## config.mk

```make
export PLATFORM = sky130hd
export DESIGN_NAME = angle_average_lever_report_unit
export DESIGN_NICKNAME = d
export VERILOG_FILES = /design/src/sv/aalr_pkg.sv /design/src/sv/aalr_ring.sv /design/src/sv/aalr_div.sv /design/src/sv/aalr_lever.sv /design/src/sv/angle_average_lever_report_unit.sv
export VERILOG_INCLUDE_DIRS = /design/src /design/src/sv
export SDC_FILE = /design/constraint.sdc
export NUM_CORES = 1
export LEC_CHECK = 0
export ABC_AREA = 1
export ABC_CLOCK_PERIOD_IN_PS = 10480
export BUFFER_PORTS_ARGS = -buffer_cell sky130_fd_sc_hd__buf_4
export CAP_MARGIN = 20
export CORE_MARGIN = 3
export CORE_UTILIZATION = 45
export DETAILED_ROUTE_END_ITERATION = 8
export PLACE_DENSITY_LB_ADDON = 0.3
export SYNTH_ARGS = -nofsm -noshare
export SYNTH_HDL_FRONTEND = slang
export SYNTH_HIERARCHICAL = 1
export SYNTH_SLANG_ARGS = --single-unit
```

## constraint.sdc

```tcl
create_clock -name clock -period 10.48 [get_ports clock]
set_input_delay 1.572 -clock clock [delete_from_list [all_inputs] [get_ports clock]]
set_output_delay 1.572 -clock clock [all_outputs]
set_load 0.01 [all_outputs]
```

## src/sv/angle_average_lever_report_unit_assert.svh

```systemverilog
// ----------------------------------------------------------------------------
// Assertion macros for the angle average lever report unit
// Shared concurrent assertion forms, clocked on clock and disabled in reset.
// ----------------------------------------------------------------------------
`ifndef ANGLE_AVERAGE_LEVER_REPORT_UNIT_ASSERT_SVH
`define ANGLE_AVERAGE_LEVER_REPORT_UNIT_ASSERT_SVH

// Same-cycle implication
`define AALR_ASSERT_IMP(lbl, ante, cons, msg) \
   lbl: assert property (@(posedge clock) disable iff (reset) (ante) |-> (cons)) \
      else $error(msg);

// Next-cycle implication
`define AALR_ASSERT_NXT(lbl, ante, cons, msg) \
   lbl: assert property (@(posedge clock) disable iff (reset) (ante) |=> (cons)) \
      else $error(msg);

`endif

```

## src/sv/aalr_pkg.sv

```systemverilog
// ----------------------------------------------------------------------------
// aalr_pkg
// Widths and fixed constants shared by the lever report unit and its parts.
// ----------------------------------------------------------------------------
package aalr_pkg;

   localparam int BTN_W       = 11;
   localparam int ANGLE_W     = 16;
   localparam int LEFT_W      = 5;
   localparam int RIGHT_W     = 6;
   localparam int RAW_W       = 10;
   localparam int REQ_TDATA_W = 32;
   localparam int RSP_TDATA_W = 24;

   // Mean angle in 1/16 degree, clamped to 0..360 degrees
   localparam int              MEAN_W   = 13;
   localparam logic [MEAN_W-1:0] MEAN_MAX = 13'd5760;

endpackage

```

## src/sv/aalr_ring.sv

```systemverilog
// ----------------------------------------------------------------------------
// aalr_ring
// Sample ring memory with running window sum, write slot and fill count.
// ----------------------------------------------------------------------------
module aalr_ring import aalr_pkg::*; #(
   parameter int WINDOW = 8,
   parameter int SUM_W  = 20,
   parameter int CNT_W  = 4
) (
   input  logic                    clock,
   input  logic                    reset,
   input  logic                    go,
   input  logic [ANGLE_W-1:0]      sample,
   output logic                    done,
   output logic signed [SUM_W-1:0] sum,
   output logic [CNT_W-1:0]        fill
);

   `include "angle_average_lever_report_unit_assert.svh"

   localparam int SLOT_W = (WINDOW > 1) ? $clog2(WINDOW) : 1;
   localparam logic [SLOT_W-1:0] SLOT_LAST = SLOT_W'(WINDOW - 1);
   localparam logic [CNT_W-1:0]  FILL_FULL = CNT_W'(WINDOW);

   logic [ANGLE_W-1:0]      ring_mem [WINDOW];
   logic [ANGLE_W-1:0]      rd_data_ff;
   logic [ANGLE_W-1:0]      sample_ff;
   logic                    pend_ff, pend_in;
   logic                    done_ff, done_in;
   logic [SLOT_W-1:0]       slot_ff, slot_in;
   logic [CNT_W-1:0]        fill_ff, fill_in;
   logic signed [SUM_W-1:0] sum_ff, sum_in;
   logic [ANGLE_W-1:0]      old_val;
   logic signed [SUM_W-1:0] old_ext, new_ext;

   // Read the slot on accept, write the new sample back in the cycle after
   always_ff @(posedge clock) begin
      if (go) begin
         rd_data_ff <= ring_mem[slot_ff];
         sample_ff  <= sample;
      end
      if (pend_ff) begin
         ring_mem[slot_ff] <= sample_ff;
      end
   end

   // Slots not yet written count as zero until the ring has filled once
   always_comb begin
      old_val = (fill_ff == FILL_FULL) ? rd_data_ff : '0;
      old_ext = SUM_W'(signed'(old_val));
      new_ext = SUM_W'(signed'(sample_ff));
      pend_in = go;
      done_in = pend_ff;
      sum_in  = sum_ff;
      slot_in = slot_ff;
      fill_in = fill_ff;
      if (pend_ff) begin
         sum_in  = sum_ff - old_ext + new_ext;
         slot_in = (slot_ff == SLOT_LAST) ? '0 : slot_ff + 1'b1;
         if (fill_ff != FILL_FULL) begin
            fill_in = fill_ff + 1'b1;
         end
      end
   end

   always_ff @(posedge clock) begin
      if (reset) begin
         pend_ff <= 1'b0;
         done_ff <= 1'b0;
         sum_ff  <= '0;
         slot_ff <= '0;
         fill_ff <= '0;
      end else begin
         pend_ff <= pend_in;
         done_ff <= done_in;
         sum_ff  <= sum_in;
         slot_ff <= slot_in;
         fill_ff <= fill_in;
      end
   end

   assign done = done_ff;
   assign sum  = sum_ff;
   assign fill = fill_ff;

   `AALR_ASSERT_IMP(a_ring_fill_max, 1'b1, fill_ff <= FILL_FULL, "fill count above window")
   `AALR_ASSERT_IMP(a_ring_no_overlap, go, !pend_ff, "ring access overlaps write-back")
   `AALR_ASSERT_IMP(a_ring_done_fill, done_ff, fill_ff != '0, "ring done with empty window")

endmodule

```

## src/sv/aalr_div.sv

```systemverilog
// ----------------------------------------------------------------------------
// aalr_div
// Bit-serial restoring divider, one quotient bit per cycle.
// ----------------------------------------------------------------------------
module aalr_div import aalr_pkg::*; #(
   parameter int DVD_W = 19,
   parameter int DVS_W = 4
) (
   input  logic             clock,
   input  logic             reset,
   input  logic             start,
   input  logic [DVD_W-1:0] dividend,
   input  logic [DVS_W-1:0] divisor,
   output logic             done,
   output logic [DVD_W-1:0] quotient
);

   `include "angle_average_lever_report_unit_assert.svh"

   localparam int STEP_W = $clog2(DVD_W + 1);

   logic [DVD_W-1:0]  quo_ff, quo_in;
   logic [DVS_W-1:0]  rem_ff, rem_in;
   logic [DVS_W-1:0]  den_ff;
   logic [STEP_W-1:0] step_ff, step_in;
   logic              busy_ff, busy_in;
   logic              done_ff, done_in;
   logic [DVS_W:0]    trial, diff;
   logic              fits;

   // Shift in the next dividend bit and subtract where it fits
   always_comb begin
      trial   = {rem_ff, quo_ff[DVD_W-1]};
      diff    = trial - {1'b0, den_ff};
      fits    = trial >= {1'b0, den_ff};
      quo_in  = quo_ff;
      rem_in  = rem_ff;
      step_in = step_ff;
      busy_in = busy_ff;
      done_in = 1'b0;
      if (start) begin
         quo_in  = dividend;
         rem_in  = '0;
         step_in = STEP_W'(DVD_W);
         busy_in = 1'b1;
      end else if (busy_ff) begin
         quo_in  = {quo_ff[DVD_W-2:0], fits};
         rem_in  = fits ? diff[DVS_W-1:0] : trial[DVS_W-1:0];
         step_in = step_ff - 1'b1;
         if (step_ff == STEP_W'(1)) begin
            busy_in = 1'b0;
            done_in = 1'b1;
         end
      end
   end

   always_ff @(posedge clock) begin
      quo_ff <= quo_in;
      rem_ff <= rem_in;
      if (start) begin
         den_ff <= divisor;
      end
   end

   always_ff @(posedge clock) begin
      if (reset) begin
         step_ff <= '0;
         busy_ff <= 1'b0;
         done_ff <= 1'b0;
      end else begin
         step_ff <= step_in;
         busy_ff <= busy_in;
         done_ff <= done_in;
      end
   end

   assign done     = done_ff;
   assign quotient = quo_ff;

   `AALR_ASSERT_IMP(a_div_start_idle, start, !busy_ff, "divider started while busy")
   `AALR_ASSERT_IMP(a_div_nonzero, start, divisor != '0, "divide by zero")
   `AALR_ASSERT_IMP(a_div_step_live, busy_ff, step_ff != '0, "divider busy with no steps left")

endmodule

```

## src/sv/aalr_lever.sv

```systemverilog
// ----------------------------------------------------------------------------
// aalr_lever
// Map the clamped mean angle to the 10-bit raw lever code in four steps.
// ----------------------------------------------------------------------------
module aalr_lever import aalr_pkg::*; (
   input  logic              clock,
   input  logic              reset,
   input  logic              go,
   input  logic [MEAN_W-1:0] mean,
   output logic              done,
   output logic [RAW_W-1:0]  lever_raw
);

   localparam int MAG_W = 21;
   localparam int Q_W   = 16;
   localparam int SH_W  = 16;
   localparam logic [MAG_W:0]   LEVER_OFS = 22'd1474560;
   localparam logic [18:0]      RECIP45   = 19'd372827;
   localparam int               SHIFT45   = 24;
   localparam logic [MAG_W:0]   DIV45     = 22'd45;
   localparam logic [13:0]      RECIP80   = 14'd13107;
   localparam int               SHIFT80   = 20;
   localparam logic [SH_W-1:0]  DIV80     = 16'd80;
   localparam logic [Q_W-1:0]   LEVER_MAX = 16'd32767;

   logic [3:0]        vld_ff, vld_in;
   logic [MAG_W-1:0]  mag_ff;
   logic              neg_ff;
   logic [39:0]       prod1_ff;
   logic [SH_W-1:0]   sh_ff, sh2_ff;
   logic [29:0]       prod2_ff;
   logic [RAW_W-1:0]  raw_ff;
   logic [MAG_W:0]    scaled, mag_w;
   logic [Q_W-1:0]    q45, q45_fix;
   logic [MAG_W:0]    r45;
   logic [SH_W-1:0]   sh_in;
   logic [RAW_W-1:0]  q80;
   logic [SH_W-1:0]   r80;

   function automatic logic [MAG_W:0] mag_w_ext(input logic [MAG_W-1:0] m);
      mag_w_ext = {1'b0, m};
   endfunction

   // Magnitude of 512*m - 1474560 and its sign
   always_comb begin
      scaled = {mean, 9'd0};
      mag_w  = (scaled < LEVER_OFS) ? LEVER_OFS - scaled : scaled - LEVER_OFS;
   end

   // Divide by 45 through a reciprocal, then correct by one
   always_comb begin
      q45     = prod1_ff[SHIFT45 +: Q_W];
      r45     = mag_w_ext(mag_ff) - {6'd0, q45} * DIV45;
      q45_fix = (r45 >= DIV45) ? q45 + 1'b1 : q45;
      if (neg_ff) begin
         sh_in = (q45_fix > LEVER_MAX) ? '0 : LEVER_MAX - q45_fix;
      end else begin
         sh_in = LEVER_MAX + ((q45_fix > LEVER_MAX) ? LEVER_MAX : q45_fix);
      end
   end

   // Divide by 80 through a reciprocal, then correct by one
   always_comb begin
      q80 = prod2_ff[SHIFT80 +: RAW_W];
      r80 = sh2_ff - SH_W'({6'd0, q80} * DIV80);
   end

   always_ff @(posedge clock) begin
      if (vld_in[0]) begin
         mag_ff   <= mag_w[MAG_W-1:0];
         neg_ff   <= (scaled < LEVER_OFS);
         prod1_ff <= 40'(mag_w[MAG_W-1:0] * RECIP45);
      end
      if (vld_ff[0]) begin
         sh_ff <= sh_in;
      end
      if (vld_ff[1]) begin
         prod2_ff <= 30'(sh_ff * RECIP80);
         sh2_ff   <= sh_ff;
      end
      if (vld_ff[2]) begin
         raw_ff <= (r80 >= DIV80) ? q80 + 1'b1 : q80;
      end
   end

   // Advance the step valid chain
   assign vld_in = {vld_ff[2:0], go};

   always_ff @(posedge clock) begin
      if (reset) begin
         vld_ff <= '0;
      end else begin
         vld_ff <= vld_in;
      end
   end

   assign done      = vld_ff[3];
   assign lever_raw = raw_ff;

endmodule

```

## src/sv/angle_average_lever_report_unit.sv

```systemverilog
// ----------------------------------------------------------------------------
// angle_average_lever_report_unit
// Button packing plus a moving-average angle mapped to a raw lever code.
// ----------------------------------------------------------------------------
//  Channel | Direction | Beat contents
//  req_    | in        | tdata[10:0] button_levels, tdata[26:11] angle_sample
//  rsp_    | out       | tdata[4:0] left_byte, [10:5] right_byte, [20:11] lever_raw
//
//  One item at a time: accept, ring read, ring update, SUM_W-1 divider steps,
//  four mapping steps, then the result register.
//  The bit-serial mean divider is the longest part of that sequence.
//  A new beat is taken as soon as the previous result sits in the output register.
//  A stalled result holds the block before its output load; reset empties the ring
//  at once through the fill count, with no clearing pass.
// ----------------------------------------------------------------------------
module angle_average_lever_report_unit import aalr_pkg::*; #(
   parameter int WINDOW = 8
) (
   input  logic                   clock,
   input  logic                   reset,
   input  logic                   req_tvalid,
   output logic                   req_tready,
   input  logic [REQ_TDATA_W-1:0] req_tdata,   // button_levels[10:0], angle_sample[26:11]
   output logic                   rsp_tvalid,
   input  logic                   rsp_tready,
   output logic [RSP_TDATA_W-1:0] rsp_tdata    // left_byte[4:0], right_byte[10:5], lever_raw[20:11]
);

   `include "angle_average_lever_report_unit_assert.svh"

   localparam int SUM_W = 17 + $clog2(WINDOW);
   localparam int CNT_W = $clog2(WINDOW + 1);
   localparam int Q_W   = SUM_W - 1;
   localparam int PAD_W = RSP_TDATA_W - LEFT_W - RIGHT_W - RAW_W;

   typedef enum logic [4:0] {
      S_IDLE = 5'b00001,
      S_RING = 5'b00010,
      S_DIV  = 5'b00100,
      S_MAP  = 5'b01000,
      S_WAIT = 5'b10000
   } state_type;

   state_type               state_ff, state_in;
   logic                    req_beat;
   logic [BTN_W-1:0]        btn_ff;
   logic                    ring_done;
   logic signed [SUM_W-1:0] ring_sum;
   logic [CNT_W-1:0]        ring_fill;
   logic [Q_W-1:0]          div_dividend, div_quo;
   logic                    div_done;
   logic [MEAN_W-1:0]       mean;
   logic                    lev_done;
   logic [RAW_W-1:0]        lev_raw;
   logic                    out_free, out_load;
   logic                    rsp_tvalid_ff, rsp_tvalid_in;
   logic [RSP_TDATA_W-1:0]  rsp_data_ff;

   assign req_tready = (state_ff == S_IDLE);
   assign req_beat   = req_tvalid && req_tready;

   aalr_ring #(
      .WINDOW (WINDOW),
      .SUM_W  (SUM_W),
      .CNT_W  (CNT_W)
   ) u_ring (
      .clock  (clock),
      .reset  (reset),
      .go     (req_beat),
      .sample (req_tdata[BTN_W +: ANGLE_W]),
      .done   (ring_done),
      .sum    (ring_sum),
      .fill   (ring_fill)
   );

   // A negative sum gives a mean of zero after the clamp
   assign div_dividend = ring_sum[SUM_W-1] ? '0 : ring_sum[Q_W-1:0];

   aalr_div #(
      .DVD_W (Q_W),
      .DVS_W (CNT_W)
   ) u_div (
      .clock    (clock),
      .reset    (reset),
      .start    (ring_done),
      .dividend (div_dividend),
      .divisor  (ring_fill),
      .done     (div_done),
      .quotient (div_quo)
   );

   // Clamp the mean to 360 degrees
   assign mean = (div_quo > Q_W'(MEAN_MAX)) ? MEAN_MAX : div_quo[MEAN_W-1:0];

   aalr_lever u_lever (
      .clock     (clock),
      .reset     (reset),
      .go        (div_done),
      .mean      (mean),
      .done      (lev_done),
      .lever_raw (lev_raw)
   );

   assign out_free = !rsp_tvalid_ff || rsp_tready;
   assign out_load = ((state_ff == S_MAP && lev_done) || state_ff == S_WAIT) && out_free;

   // Sequence one item through ring, divider and mapping
   always_comb begin
      state_in = state_ff;
      unique case (state_ff)
         S_IDLE: begin
            if (req_beat) state_in = S_RING;
         end
         S_RING: begin
            if (ring_done) state_in = S_DIV;
         end
         S_DIV: begin
            if (div_done) state_in = S_MAP;
         end
         S_MAP: begin
            if (lev_done) state_in = out_free ? S_IDLE : S_WAIT;
         end
         S_WAIT: begin
            if (out_free) state_in = S_IDLE;
         end
         default: state_in = S_IDLE;
      endcase
   end

   // Hold the result until the beat is taken
   assign rsp_tvalid_in = out_load ? 1'b1 : (rsp_tready ? 1'b0 : rsp_tvalid_ff);

   always_ff @(posedge clock) begin
      if (reset) begin
         state_ff      <= S_IDLE;
         rsp_tvalid_ff <= 1'b0;
      end else begin
         state_ff      <= state_in;
         rsp_tvalid_ff <= rsp_tvalid_in;
      end
   end

   always_ff @(posedge clock) begin
      if (req_beat) begin
         btn_ff <= req_tdata[BTN_W-1:0];
      end
      if (out_load) begin
         rsp_data_ff <= {{PAD_W{1'b0}}, lev_raw, btn_ff[10], btn_ff[9:5], btn_ff[4:0]};
      end
   end

   assign rsp_tvalid = rsp_tvalid_ff;
   assign rsp_tdata  = rsp_data_ff;

   `AALR_ASSERT_IMP(a_top_ring_state, ring_done, state_ff == S_RING, "ring done out of sequence")
   `AALR_ASSERT_IMP(a_top_div_state, div_done, state_ff == S_DIV, "divider done out of sequence")
   `AALR_ASSERT_IMP(a_top_no_overwrite, out_load, !rsp_tvalid_ff || rsp_tready,
      "result register overwritten")

endmodule
```

Word-level counts from Yosys, hierarchy flattened
Memories as Yosys holds them, arrays and structs flattened. A register that Yosys moved wholly into a read port is not among the register bits.
Index checks and enable logic that the tools add are counted.
Widths: inputs -> output; s select.
- bits in registers: 255
- bits in latches: 0
- memory bits (writable): 128
- bits in read-only memories: 0
- input port bits: 36
- logic and storage cells: 107
- memories: 1
- add/subtract/negate cells: 14
- multipliers: 4
- divide/modulo/power cells: 0
- order comparisons: 6
- eq/ne operators: 14
- shift operators: 0
- multiplexer cells: 30
- bitwise logic cells: 1
- reductions and logical operators: 12
- memories (name ; depth ; width ; read ports ; clocked after memory_dff ; wr ports ; RTL line ; source):
    u_ring.ring_mem ; 8 ; 16 ; 1 ; 1 ; 1 ; aalr_ring.sv:25 ; logic [ANGLE_W-1:0] ring_mem [WINDOW];
- operators by type and width (operator ; number):
    $mux 16 ; 5
    $mux 19 ; 3
    $mul 21x19->40 const B ; 1
    $mux 5 ; 8
    $mul 16x14->30 const B ; 1
    $pmux 5 s5 ; 1
    $ge 22x6->1 const B ; 1
    $lt 22x21->1 const B ; 1
    $mul 16x6->22 const B ; 1
    $sub 21x22->22 ; 1
    $mux 21 ; 1
    $sub 21x21->21 const A ; 1
    $sub 21x21->21 const B ; 1
    $add 20x16->20 ; 1
    $sub 20x16->20 ; 1
    $gt 19x13->1 const B ; 1
    $add 15x16->16 const A ; 1
    $add 16x1->16 const B ; 1
    $ge 16x7->1 const B ; 1
    $gt 16x15->1 const B ; 1
    $sub 15x16->16 const A ; 1
    $sub 16x16->16 ; 1
    $mux 13 ; 1
    $mul 10x3->12 const B ; 1
    other kinds (29) ; 44

Depth between registers and ports, before layout
- word-level depth: 8
- depth in mapped cells: 40
- gate-level depth less buffers: 39

Hierarchy
Netlist, hierarchy kept.
- by module, submodules not included (module ; times used ; cells each ; area an instance (µm²) ; sequential area each (µm²)):
    aalr_lever ; 1 ; 1941 ; 16121.7 ; 2392.3
    aalr_ring ; 1 ; 848 ; 8861.0 ; 5385.2
    angle_average_lever_report_unit ; 1 ; 190 ; 1727.9 ; 1081.0
    aalr_div ; 1 ; 173 ; 1597.8 ; 910.9

Worst setup path before layout
Ideal clock, no wire load.
- path kind: reg-to-reg
- start point: reg u_div.quo_ff[18] (netlist: u_div/quotient[18])
- end point: reg u_lever.prod1_ff[35], data pin
- library setup time: 258 ps
- arrival time: 6675 ps
- path slack: 3546 ps
- cell stages (with the launch flop): 38
- path through: edfxtp_1 nor2_1 nand2_1 nor4_2 nand2_1 nand2_2 inv_2 nor2_1 inv_1 ha_1 inv_1 nor3_1 inv_1 nor3_1 a21o_1 o21ai_0 o31ai_1 xor2_1 [... 2 more ...] fa_1 inv_1 fa_1 ha_1 ha_1 inv_1 fa_1 inv_1 ha_1 nand2_1 inv_1 nand4_1 o221a_2 o21ai_0 nand4_1 o211ai_1 a21oi_1 xnor2_1
- longest elaborated chain between the ends: 5
- elaborated cells between the ends (all ways): 7
- those cells by class: add/sub: 2; mul: 1; order compare: 2; mux: 2
- ends and longest elaborated chain (element ; RTL line ; source):
    start: declaration ; aalr_div.sv:22 ; logic [DVD_W-1:0] quo_ff, quo_in;
    start signal: assignment ; aalr_div.sv:58 ; quo_ff <= quo_in;
    $gt 19x13->1 (*) ; angle_average_lever_report_unit.sv:93 ; assign mean = (div_quo > Q_W'(MEAN_MAX)) ? MEAN_MAX : div_quo[MEAN_W-1:0];
    $mux 13 (*) ; angle_average_lever_report_unit.sv:93 ;
    net mean[0] ; angle_average_lever_report_unit.sv:52 ; logic [MEAN_W-1:0] mean;
    $sub 21x21->21 / $lt 22x21->1 (equally long branches) ; aalr_lever.sv:47 ; mag_w = (scaled < LEVER_OFS) ? LEVER_OFS - scaled : scaled - LEVER_OFS;
    $mux 21 (*) ; aalr_lever.sv:47 ;
    net u_lever.mag_w[19] ; aalr_lever.sv:33 ; logic [MAG_W:0] scaled, mag_w;
    $mul 21x19->40 (*) ; aalr_lever.sv:72 ; prod1_ff <= 40'(mag_w[MAG_W-1:0] * RECIP45);
    end signal: assignment ; aalr_lever.sv:72 ;
    end: declaration ; aalr_lever.sv:29 ; logic [39:0] prod1_ff;
Mark *: on every way through the listed nets, which the timed path passes. The rest lies on a longest branch.
A chain may end at the register's enable or synchronous reset.

Final worst setup path
- start point: reg u_div.quo_ff[18] (netlist: u_div/quotient[18])
- end point: reg u_lever.prod1_ff[30], data pin
- longest elaborated chain between the ends: 5
- elaborated cells between the ends (all ways): 7
- those cells by class: add/sub: 2; mul: 1; order compare: 2; mux: 2
- ends and longest elaborated chain (element ; RTL line):
    $gt 19x13->1 ; angle_average_lever_report_unit.sv:93
    $mux 13 ; angle_average_lever_report_unit.sv:93
    net mean[7] ; angle_average_lever_report_unit.sv:52
    $lt 22x21->1 ; aalr_lever.sv:47
    $mux 21 ; aalr_lever.sv:47
    net u_lever.mag_w[15] ; aalr_lever.sv:33
    $mul 21x19->40 ; aalr_lever.sv:72
The timed path passes the listed nets, and every way through them passes these cells.

==> results.json <==
{
  "wire_per_inst_um": 14.8,
  "power.leakage_nw": 14.8,
  "grt_pass1_wl_mm": 101,
  "die_y_um": 257,
  "grt_setup_unrepaired": "no",
  "fill_cells": 5855,
  "synth.ff_latch_count": 342,
  "drv_cap": 0,
  "slowest_stage": "a21oi_1",
  "tns_ps": 0,
  "cts-root-buf": "clkbuf_16",
  "internal-power_mw": 3.40,
  "wl_mm": 60.5,
  "start_util": 0.457,
  "core_um2": 61900,
  "seq_area_um2": 9770,
  "cts.htree.levels": 2,
  "synthFlopType": "edfxtp_1",
  "yosysWarnings": 6,
  "drive_gt1_frac": 0.0744,
  "cts_buffers": 37,
  "antenna_found_initial": 0,
  "avgSynthCellArea_um2": 8.98,
  "hold_violations": 0,
  "final-setup-viol-count": 0,
  "final_common_cell": "inv_1",
  "seq_area_frac_synth": 0.345,
  "cp_common_cell": "inv_1",
  "antenna_cells": 0,
  "grt_pass1_vias": 20400,
  "power_density_nw_per_um2": 182,
  "num_vias": 20300,
  "p_comb_frac": 0.425,
  "vias_per_cell": 4.97,
  "fmax_mhz": 123,
  "clk_latency_ps": 570,
  "synth-adder-area-share": 0.287,
  "hold_path_class": "register to register",
  "synth_compound_area_frac": 0.0654,
  "die_w_um": 257,
  "grt_max_degree": 53,
  "cp_max_fo": 15,
  "use_met1": 0.252,
  "grt_overflow": 0,
  "slew_violations": 0,
  "syn_inst": 3152,
  "slew_headroom": 0.322,
  "fin_area_um2": 31000,
  "clkPwrFrac": 0.236,
  "setup.worst_path.class": "register to register",
  "muxShareOfSynthArea": 0,
  "synth_edf_count": 292,
  "crit_path_max_incr_delay_ps": 760,
  "synth_top_family_by_area": "adder cells",
  "clock_skew_ps": 25.3,
  "yosys.area_share.simple": 0.174,
  "grt_busiest_layer": "met2",
  "rows": 91,
  "drtIter0Drc": 1031,
  "p_seq_frac": 0.339,
  "peakVddDrop_uv": 132,
  "postCtsHoldBufs": 0,
  "async_flop_share": 0,
  "met3_usage": 0.0289,
  "post-cts-setup-buffers": 0,
  "nets": 3803,
  "arrival_ps": 8440,
  "clockBufferDepth": 3,
  "grt_use_total": 0.188,
  "numClockSinks": 342,
  "globalplace.congestion": 0.862,
  "cp-start-kind": "register",
  "outcome": "finished, final reports clean",
  "clk_pin_slew_ps": 60,
  "placed_area_um2": 29700,
  "dp_slack_ps": 2410,
  "required_ps": 10770,
  "fin_crit_sh": 0.778,
  "multi_input_area_um2": 15800,
  "most-common-layout-cells": "664 x inv_1, 501 x nand2_1, 359 x ha_1, 304 x nor2_1, 292 x edfxtp_1",
  "dr.pass1.iters": 5,
  "worstMarginPinSlew_ps": 1020,
  "area_growth_pct": 9.44,
  "ios": 62,
  "dp_hpwl_mm": 47.3,
  "syn_area_um2": 28300,
  "synth-xor-area-share": 0.0297,
  "dieArea_um2": 66000,
  "end_kind": "register",
  "synth.distinct_cells": 58,
  "swShare": 0.396,
  "gr-usage-met2": 0.319,
  "cts.repair.resized": 0,
  "tritoncts": "yes",
  "port_buffers": 53,
  "setup_slack_ps": 2320,
  "p_sw_mw": 2.23,
  "drcViolationCount": 0,
  "period_minus_slack_ps": 8160,
  "ant_nets": 0
}
## area by class of cell
class	count	share of cell area
clock inverter	17	0.00719
multi-input combinational	2085	0.509
inverter	688	0.0834
tap	837	0.0338
timing repair buffer	73	0.0181
sequential	342	0.315
clock buffer	49	0.0333
## logic make-up after synthesis
logic type | Yosys count
xor gates and xnor gates | 95
buffers and inverters | 727
and+or+nand+nor | 1129
DFF | 342
adders and majority gates | 540
other | 1
AOI/OAI and AO/OA | 318
## stage by stage
stage	cells	hold slack (ps)	utilization	power, mW
after global routing	4091	426	0.500	6.11
after floorplan	3154	400	-	3.73
after global placement	4023	400	0.479	4.29
after CTS	4089	417	0.500	5.67
after detailed placement	4023	405	0.479	4.31
final	4091	417	0.500	5.63
## cells in the mapped netlist, types with 7 or more instances
master,n,area (um^2)
nand2_2,37,231
o21ai_0,93,465
xnor2_1,28,245
nand3_2,10,100
nor3_1,41,205
buf_4,7,52.6
clkbuf_1,12,45.0
nor2_2,19,119
inv_1,664,2490
o21bai_1,7,52.6
nor2_1,307,1150
nand3_1,136,681
fa_1,181,3620
inv_2,23,86.3
a221oi_1,17,149
a21oi_1,126,631
dfxtp_1,50,1000
nand3b_1,10,75.1
o211ai_1,15,113
a31oi_1,10,62.6
buf_2,18,90.1
edfxtp_1,292,8770
nand4_1,40,250
o21ai_1,11,55.1
nand2_1,501,1880
xor2_1,66,578
ha_1,359,4490
o311ai_0,7,61.3
## critical path, delay by kind of cell (launching register included)
kind	cells	cell delay, ps
and+or+nand+nor	11	1190
xor gates and xnor gates	2	430
DFF	1	400
adders and majority gates	7	2810
AOI/OAI and AO/OA	9	2350
buffers and inverters	7	710
## path summary, 6_finish.rpt
check | endpoint | startpoint | slack [ps] | cells past startpoint
max | u_lever/prod1_ff[30]$_DFFE_PP_ | u_div/quotient[18]$_DFFE_PP_ | 2320 | 36
max reg2reg | u_lever/prod1_ff[30]$_DFFE_PP_ | u_div/quotient[18]$_DFFE_PP_ | 2320 | 36
min reg2reg | rsp_tdata[3]$_DFFE_PP_ | btn_ff[3]$_DFFE_PP_ | 420 | 0
min | rsp_tdata[3]$_DFFE_PP_ | btn_ff[3]$_DFFE_PP_ | 420 | 0
## registers in the layout, summed over array words and instances (netlist names), 10 cells and up
signal             cells
u_ring/ring_mem      128
rsp_tdata             21
u_ring/sum            20
u_div/quotient        19
u_lever/prod1_ff      17
u_lever/sh_ff         16
u_ring/rd_data_ff     16
u_ring/sample_ff      16
u_lever/sh2_ff        12
btn_ff                11
u_lever/mag_ff        11
u_lever/lever_raw     10
u_lever/prod2_ff      10
## layer usage
layer,up-vias,wire (um),share of wire
li1,10300,-,-
met5,-,0,0
met3,69,2790,0.046
met4,0,1070,0.018
met1,9580,28000,0.46
met2,334,28600,0.47
## power by group through the flow
stage	sequential, mW	combinational (mW)	clock [mW]
detailed placement	1.94	2.37	0
global route	1.93	2.75	1.43
global placement	1.93	2.36	0
CTS	1.91	2.39	1.37
floorplan	1.89	1.84	0
finish	1.91	2.39	1.33
(Power assumes the default switching activity.)
